## src/rtl/core/hfts_pkg.sv

```systemverilog
package hfts_pkg;

    // number formats
    localparam int CW              = 32;              // coordinate width, Q16.16
    localparam int FRAC            = 16;              // fraction bits
    localparam int VERTEX_CAPACITY = 16384;
    localparam int ADDR_W          = $clog2(VERTEX_CAPACITY);
    localparam int DIM_W           = 15;              // grid_columns / grid_rows
    localparam int IVL_W           = 31;              // cell_interval
    localparam int LIM_W           = DIM_W + IVL_W;   // grid extent
    localparam int CELL_W          = 2 * DIM_W + 2;   // linear cell index
    localparam int CFG_IDX_W       = 2;
    localparam int CFG_DATA_W      = IVL_W;

    // stream packing
    localparam int S_FIELDS_W = ADDR_W + 5 * CW;
    localparam int S_TDATA_W  = ((S_FIELDS_W + 7) / 8) * 8;
    localparam int M_TDATA_W  = ((CW + 7) / 8) * 8;

    localparam logic signed [CW-1:0] COORD_MAX       = {1'b0, {(CW-1){1'b1}}};
    localparam logic signed [CW-1:0] COORD_MIN       = {1'b1, {(CW-1){1'b0}}};
    localparam logic signed [CW-1:0] OFF_GRID_HEIGHT = CW'(-(5 * (2 ** FRAC)));

    // word kinds on s_tuser
    localparam logic OP_LOAD  = 1'b0;
    localparam logic OP_QUERY = 1'b1;

    typedef enum logic [CFG_IDX_W-1:0] {
        REG_GRID_COLUMNS  = 2'd0,
        REG_GRID_ROWS     = 2'd1,
        REG_CELL_INTERVAL = 2'd2
    } cfg_reg_t;

    // located word, out of the cell-locate pipeline
    typedef struct packed {
        logic                     valid;
        logic                     op;
        logic                     offgrid;
        logic [ADDR_W-1:0]        addr_c;
        logic [ADDR_W-1:0]        addr_p;   // pivot, or load slot
        logic signed [CW-1:0]     a;        // qx / vertex x
        logic signed [CW-1:0]     b;        // qz / vertex z
        logic signed [CW-1:0]     c;        // vertex height
    } loc_t;

    // corner data read from the vertex stores
    typedef struct packed {
        logic                     valid;
        logic                     offgrid;
        logic signed [CW-1:0]     qx;
        logic signed [CW-1:0]     qz;
        logic signed [CW-1:0]     x_p;
        logic signed [CW-1:0]     x_p1;
        logic signed [CW-1:0]     z_p;
        logic signed [CW-1:0]     z_c;
        logic signed [CW-1:0]     h_p;
        logic signed [CW-1:0]     h_p1;
        logic signed [CW-1:0]     h_c1;
        logic signed [CW-1:0]     h_c;
    } mem_t;

    // what travels beside the ratio dividers
    typedef struct packed {
        logic                     valid;
        logic                     offgrid;
        logic signed [CW-1:0]     h_p;
        logic signed [CW-1:0]     h_p1;
        logic signed [CW-1:0]     h_c1;
        logic signed [CW-1:0]     h_c;
    } side_t;

    typedef struct packed {
        side_t                    side;
        logic signed [CW-1:0]     rx;
        logic signed [CW-1:0]     rz;
    } rat_t;

endpackage

```

## src/rtl/core/hfts_locate.sv

```systemverilog
module hfts_locate import hfts_pkg::*; (
    input  logic                 aclk,
    input  logic                 aresetn,
    input  logic                 adv,
    input  logic                 in_valid,
    input  logic                 in_op,
    input  logic [ADDR_W-1:0]    in_idx,
    input  logic signed [CW-1:0] in_a,
    input  logic signed [CW-1:0] in_b,
    input  logic signed [CW-1:0] in_c,
    input  logic [DIM_W-1:0]     cols,
    input  logic [IVL_W-1:0]     interval,
    input  logic [LIM_W-1:0]     lim_x,
    input  logic [LIM_W-1:0]     lim_z,
    input  logic                 degen,
    output loc_t                 loc
);

    localparam int REM_W = CW - 1;

    // stage 0 holds the range check, stages 1..DIM_W one quotient bit each
    logic [DIM_W:0]          dv_valid_reg;
    logic                    dv_op_reg  [DIM_W+1];
    logic                    dv_off_reg [DIM_W+1];
    logic [ADDR_W-1:0]       dv_idx_reg [DIM_W+1];
    logic signed [CW-1:0]    dv_a_reg   [DIM_W+1];
    logic signed [CW-1:0]    dv_b_reg   [DIM_W+1];
    logic signed [CW-1:0]    dv_c_reg   [DIM_W+1];
    logic [REM_W-1:0]        dv_rx_reg  [DIM_W+1];
    logic [REM_W-1:0]        dv_rz_reg  [DIM_W+1];
    logic [DIM_W-1:0]        dv_qx_reg  [DIM_W+1];
    logic [DIM_W-1:0]        dv_qz_reg  [DIM_W+1];

    logic [LIM_W-1:0]        sh_ivl  [DIM_W];
    logic                    ge_x    [DIM_W];
    logic                    ge_z    [DIM_W];
    logic [REM_W-1:0]        rx_next [DIM_W];
    logic [REM_W-1:0]        rz_next [DIM_W];
    logic [DIM_W-1:0]        qx_next [DIM_W];
    logic [DIM_W-1:0]        qz_next [DIM_W];

    logic                    off0;

    // row multiply stage
    logic                    mu_valid_reg;
    logic                    mu_op_reg;
    logic                    mu_off_reg;
    logic [ADDR_W-1:0]       mu_idx_reg;
    logic signed [CW-1:0]    mu_a_reg;
    logic signed [CW-1:0]    mu_b_reg;
    logic signed [CW-1:0]    mu_c_reg;
    logic [CELL_W-1:0]       mu_row_reg;
    logic [DIM_W-1:0]        mu_qx_reg;

    logic [CELL_W-1:0]       cell_idx;
    logic [CELL_W-1:0]       pivot;
    logic                    beyond;
    loc_t                    loc_reg;

    // off the grid: negative, at or past the far edge, or a degenerate grid
    assign off0 = degen | in_a[CW-1] | in_b[CW-1]
                | (LIM_W'($unsigned(in_a)) >= lim_x)
                | (LIM_W'($unsigned(in_b)) >= lim_z);

    // restoring division by the interval, one quotient bit per stage
    always_comb begin
        for (int k = 0; k < DIM_W; k++) begin
            sh_ivl[k]  = LIM_W'(interval) << (DIM_W - 1 - k);
            ge_x[k]    = LIM_W'(dv_rx_reg[k]) >= sh_ivl[k];
            ge_z[k]    = LIM_W'(dv_rz_reg[k]) >= sh_ivl[k];
            rx_next[k] = ge_x[k] ? REM_W'(LIM_W'(dv_rx_reg[k]) - sh_ivl[k]) : dv_rx_reg[k];
            rz_next[k] = ge_z[k] ? REM_W'(LIM_W'(dv_rz_reg[k]) - sh_ivl[k]) : dv_rz_reg[k];
            qx_next[k] = dv_qx_reg[k] | (DIM_W'(ge_x[k]) << (DIM_W - 1 - k));
            qz_next[k] = dv_qz_reg[k] | (DIM_W'(ge_z[k]) << (DIM_W - 1 - k));
        end
    end

    // cell = row * cols + column, pivot one row up
    assign cell_idx = mu_row_reg + CELL_W'(mu_qx_reg);
    assign pivot    = cell_idx + CELL_W'(cols);
    assign beyond   = (pivot + CELL_W'(1)) >= CELL_W'(VERTEX_CAPACITY);

    always_ff @(posedge aclk) begin
        if (!aresetn) begin
            dv_valid_reg  <= '0;
            mu_valid_reg  <= 1'b0;
            loc_reg.valid <= 1'b0;
        end else if (adv) begin
            dv_valid_reg  <= {dv_valid_reg[DIM_W-1:0], in_valid};
            dv_op_reg[0]  <= in_op;
            dv_off_reg[0] <= off0;
            dv_idx_reg[0] <= in_idx;
            dv_a_reg[0]   <= in_a;
            dv_b_reg[0]   <= in_b;
            dv_c_reg[0]   <= in_c;
            dv_rx_reg[0]  <= in_a[REM_W-1:0];
            dv_rz_reg[0]  <= in_b[REM_W-1:0];
            dv_qx_reg[0]  <= '0;
            dv_qz_reg[0]  <= '0;
            for (int k = 0; k < DIM_W; k++) begin
                dv_op_reg[k+1]  <= dv_op_reg[k];
                dv_off_reg[k+1] <= dv_off_reg[k];
                dv_idx_reg[k+1] <= dv_idx_reg[k];
                dv_a_reg[k+1]   <= dv_a_reg[k];
                dv_b_reg[k+1]   <= dv_b_reg[k];
                dv_c_reg[k+1]   <= dv_c_reg[k];
                dv_rx_reg[k+1]  <= rx_next[k];
                dv_rz_reg[k+1]  <= rz_next[k];
                dv_qx_reg[k+1]  <= qx_next[k];
                dv_qz_reg[k+1]  <= qz_next[k];
            end

            mu_valid_reg <= dv_valid_reg[DIM_W];
            mu_op_reg    <= dv_op_reg[DIM_W];
            mu_off_reg   <= dv_off_reg[DIM_W];
            mu_idx_reg   <= dv_idx_reg[DIM_W];
            mu_a_reg     <= dv_a_reg[DIM_W];
            mu_b_reg     <= dv_b_reg[DIM_W];
            mu_c_reg     <= dv_c_reg[DIM_W];
            mu_row_reg   <= CELL_W'(dv_qz_reg[DIM_W]) * CELL_W'(cols);
            mu_qx_reg    <= dv_qx_reg[DIM_W];

            loc_reg.valid   <= mu_valid_reg;
            loc_reg.op      <= mu_op_reg;
            loc_reg.offgrid <= mu_off_reg | beyond;
            loc_reg.addr_c  <= cell_idx[ADDR_W-1:0];
            loc_reg.addr_p  <= (mu_op_reg == OP_LOAD) ? mu_idx_reg : pivot[ADDR_W-1:0];
            loc_reg.a       <= mu_a_reg;
            loc_reg.b       <= mu_b_reg;
            loc_reg.c       <= mu_c_reg;
        end
    end

    assign loc = loc_reg;

endmodule

```

## config.mk

```make
export PLATFORM = sky130hd
export DESIGN_NAME = hfts_locate
export DESIGN_NICKNAME = d
export VERILOG_FILES = /design/src/rtl/core/hfts_pkg.sv /design/src/rtl/core/hfts_locate.sv
export SDC_FILE = /design/constraint.sdc
export NUM_CORES = 2
export LEC_CHECK = 0
export BUFFER_PORTS_ARGS = -buffer_cell sky130_fd_sc_hd__buf_2
export CAP_MARGIN = 20
export CELL_PAD_IN_SITES_DETAIL_PLACEMENT = 0
export CELL_PAD_IN_SITES_GLOBAL_PLACEMENT = 1
export CORE_ASPECT_RATIO = 1.1
export CORE_MARGIN = 1.5
export CORE_UTILIZATION = 40
export CTS_CLUSTER_DIAMETER = 80
export DETAILED_ROUTE_END_ITERATION = 8
export GPL_TIMING_DRIVEN = 0
export PLACE_DENSITY_LB_ADDON = 0.1
export SLEW_MARGIN = 20
export SYNTH_ARGS = -nofsm -noshare
export SYNTH_HDL_FRONTEND = slang
export SYNTH_SLANG_ARGS = --single-unit
```

## constraint.sdc

```tcl
create_clock -name aclk -period 97.3 [get_ports aclk]
set_input_delay 4.865 -clock aclk [delete_from_list [all_inputs] [get_ports aclk]]
set_output_delay 4.865 -clock aclk [all_outputs]
set_load 0.05 [all_outputs]
```

==> metrics <==
FMAX=approximately 87 MHz; Die W=about 570 um; WL/cell=between 20 and 25 um; nets@finish=around 12000; total CTS buffers=326; drt total wl=321200 um; # fillers=30839; Seq cells post-synth=approximately 3000; Finished Cell Area=approximately 0.16 mm2; Placed Area=~0.15 mm2; GR Util All Layers=about 18%; most frequent cells in the layout=2973 x edfxtp_1, 908 x ha_1, 777 x nand2_1; Seq/Total Area, Yosys=63.83%; Post-CTS Setup Repair Bufs=0; DRC viols=0; row count=between 200 and 250; global-route wire length before repair=approximately 500000 um; P_leak=~0.061 uW; DR vias=80973; Place WS=roughly 85000 ps; core area=0.3500 mm2; synthesized cell area=0.1404 mm2; Sw Share=a little over a quarter; Synth warnings=0; gp weighted congestion=around 0.88; CTS sink cnt=2991; clock-pin slew on the worst setup and hold paths=around 60 ps; Placed Cells=15107; antenna violations before repair=16; layout cell share with drive strength beyond 1=around an eighth; Final Setup Violations=0; total die area=0.3546 mm2; Tmin final=about 11000 ps; clock power share=a little over a third; Starting DRT DRC Count=~4700; I/O pins=between 300 and 400; ys async rst share=0%; Fin Setup TNS=0 ps; Netlist cell types=94; Max-Slew Margin vs Limit=roughly 30%; Setup Skew=just over 50 ps; largest net degree at the start of global routing=64; Synth Instances=around 10000; Via-to-Cell Ratio=5.159; Worst setup EP type=flop; IO buf count=approximately 380; Mean Syn Cell Area=roughly 14 um2; GRT Residual Overflow=0; Layout area overhead=14.38%; sequential share of power=around 46%; antenna-violating nets left=0; Cell Int Power=between 2000 and 2500 uW; syn_nets=11404; final hold violations=0; hold slack=between 300 and 400 ps; vias in the first global route=83497; peak supply drop=0.01407 mV; Critical Path RT=97920 ps; Pwr Density=~21 mW/mm2; router iterations before antenna repair=6; cts hold-fix bufs=0; RSZ-0062 raised after global routing=no; fin cells=between 15000 and 20000; EDFF count, synth=2973; critical path class=primary input to flop; CTS max path bufs=4; Clock Latency Late Sink=~910 ps; HP Class=flop to flop; fin. max-slew vios=0; crit start category=primary input; switching power=between 800 and 900 uW; final worst slack=85820 ps; final period utilization=11.80%; starting density of the core=around two fifths; crit path DAT=between 10000 and 15000 ps; CP Max Fanout=10; CTS H-tree lvls=5; status=completed; CTS tree=yes; PostCTS Resize Cnt=0; commonest non-fill, non-tap cell in the layout=edfxtp_1; Post-DP HPWL=roughly 240000 um; root buffer cell=clkbuf_16; combinational share of power=a little under a fifth; Synth Flop Type=edfxtp_1; MaxCap Viol Count=0; Die H=approximately 620 um; worst slew pin tran=between 1000 and 1500 ps
## worst max-delay path: stages
cell and delay, ps:
buf_2 270, clkbuf_1 510, nand2_1 160, fa_1 570
inv_1 60, fa_1 500, fa_1 520, inv_1 50
fa_1 470, fa_1 610, inv_1 80, fa_1 480
ha_1 300, clkbuf_1 180, nand3_1 130, nor2_1 60
o311ai_0 180, a31oi_1 330, a21o_1 280, and4_1 220
o31ai_1 320, a21boi_0 190, o21a_1 220, a311o_1 360
xor2_1 150
## final cells by class
class / count / area, um2 / share of cell area, %
sequential: 2991 / 89640 / 55.81
multi-input combinational: 6345 / 48130 / 29.96
clock buffer: 399 / 8517 / 5.303
tap: 4600 / 5756 / 3.584
timing repair buffer: 463 / 3980 / 2.478
inverter: 540 / 2072 / 1.290
clock inverter: 184 / 1844 / 1.148
buffer: 169 / 669.4 / 0.4168
antenna: 4 / 10.01 / 0.006232
## per-stage QoR
step | util, % | power, uW
after floorplan | - | 2160
after global placement | 42.30 | 2385
after detailed placement | 42.92 | 2160
after CTS | 45.88 | 3383
after global routing | 45.88 | 3508
final | 45.88 | 3328
## cell usage after synthesis, types with 67 or more instances
cell / instances / share of area (%)
xnor2_1: 343 / 2.1
nor3_1: 139 / 0.50
clkbuf_1: 139 / 0.37
nand2b_1: 96 / 0.43
fa_1: 197 / 2.8
ha_1: 908 / 8.1
nand2_1: 777 / 2.1
xor2_1: 226 / 1.4
and3_1: 70 / 0.31
nor2_1: 356 / 0.95
mux2_2: 260 / 2.1
nand3_1: 118 / 0.42
nand4_1: 117 / 0.52
and2_1: 139 / 0.62
edfxtp_1: 2973 / 64
nor4_1: 70 / 0.31
a21o_1: 282 / 1.5
inv_1: 539 / 1.4
o21a_1: 96 / 0.51
nor2b_1: 129 / 0.57
a31oi_1: 67 / 0.30
a21oi_1: 585 / 2.1
o21ai_0: 600 / 2.1
o31ai_1: 71 / 0.38
## cell families (layout without fill, tap and decap cells)
family / after synthesis / after routing / share of synthesized area (%)
other cells: 0 / 4 / 0
simple gates: 2232 / 2232 / 7.888
mux: 311 / 311 / 2.451
compound gates: 2128 / 2128 / 9.458
flops: 2991 / 2991 / 63.83
fa+ha+maj: 1105 / 1105 / 10.90
xor+xnor: 569 / 569 / 3.549
buf+inv: 709 / 1755 / 1.920
## metal layers
layer	track usage, %	wire [um]	up-vias
li1	-	-	39553
met1	22.38	139900	39433
met2	31.27	158800	1457
met3	2.356	10970	526
met4	6.461	11430	4
met5	0	27	-
## power groups by stage
stage / combinational, uW / clock (uW) / sequential, uW
floorplan: 437 / 0 / 1720
global placement: 599 / 0 / 1790
detailed placement: 612 / 0 / 1550
CTS: 618 / 1240 / 1520
global route: 691 / 1290 / 1520
finish: 610 / 1200 / 1520
## worst paths after layout
check | from | endpoint | slack (ps) | cells after the start
hold / removal | dv_qx_reg[11][14]$_DFFE_PP_ | dv_qx_reg[12][14]$_DFFE_PP_ | 380 | 0
hold reg to reg | dv_qx_reg[11][14]$_DFFE_PP_ | dv_qx_reg[12][14]$_DFFE_PP_ | 380 | 0
setup reg to reg | dv_qz_reg[1][110]$_DFFE_PP_ | mu_row_reg[28]$_DFFE_PP_ | 89420 | 24
setup / recovery | cols[5] | mu_row_reg[28]$_DFFE_PP_ | 85820 | 25
No activity file was read; power rests on OpenSTA's default activity.
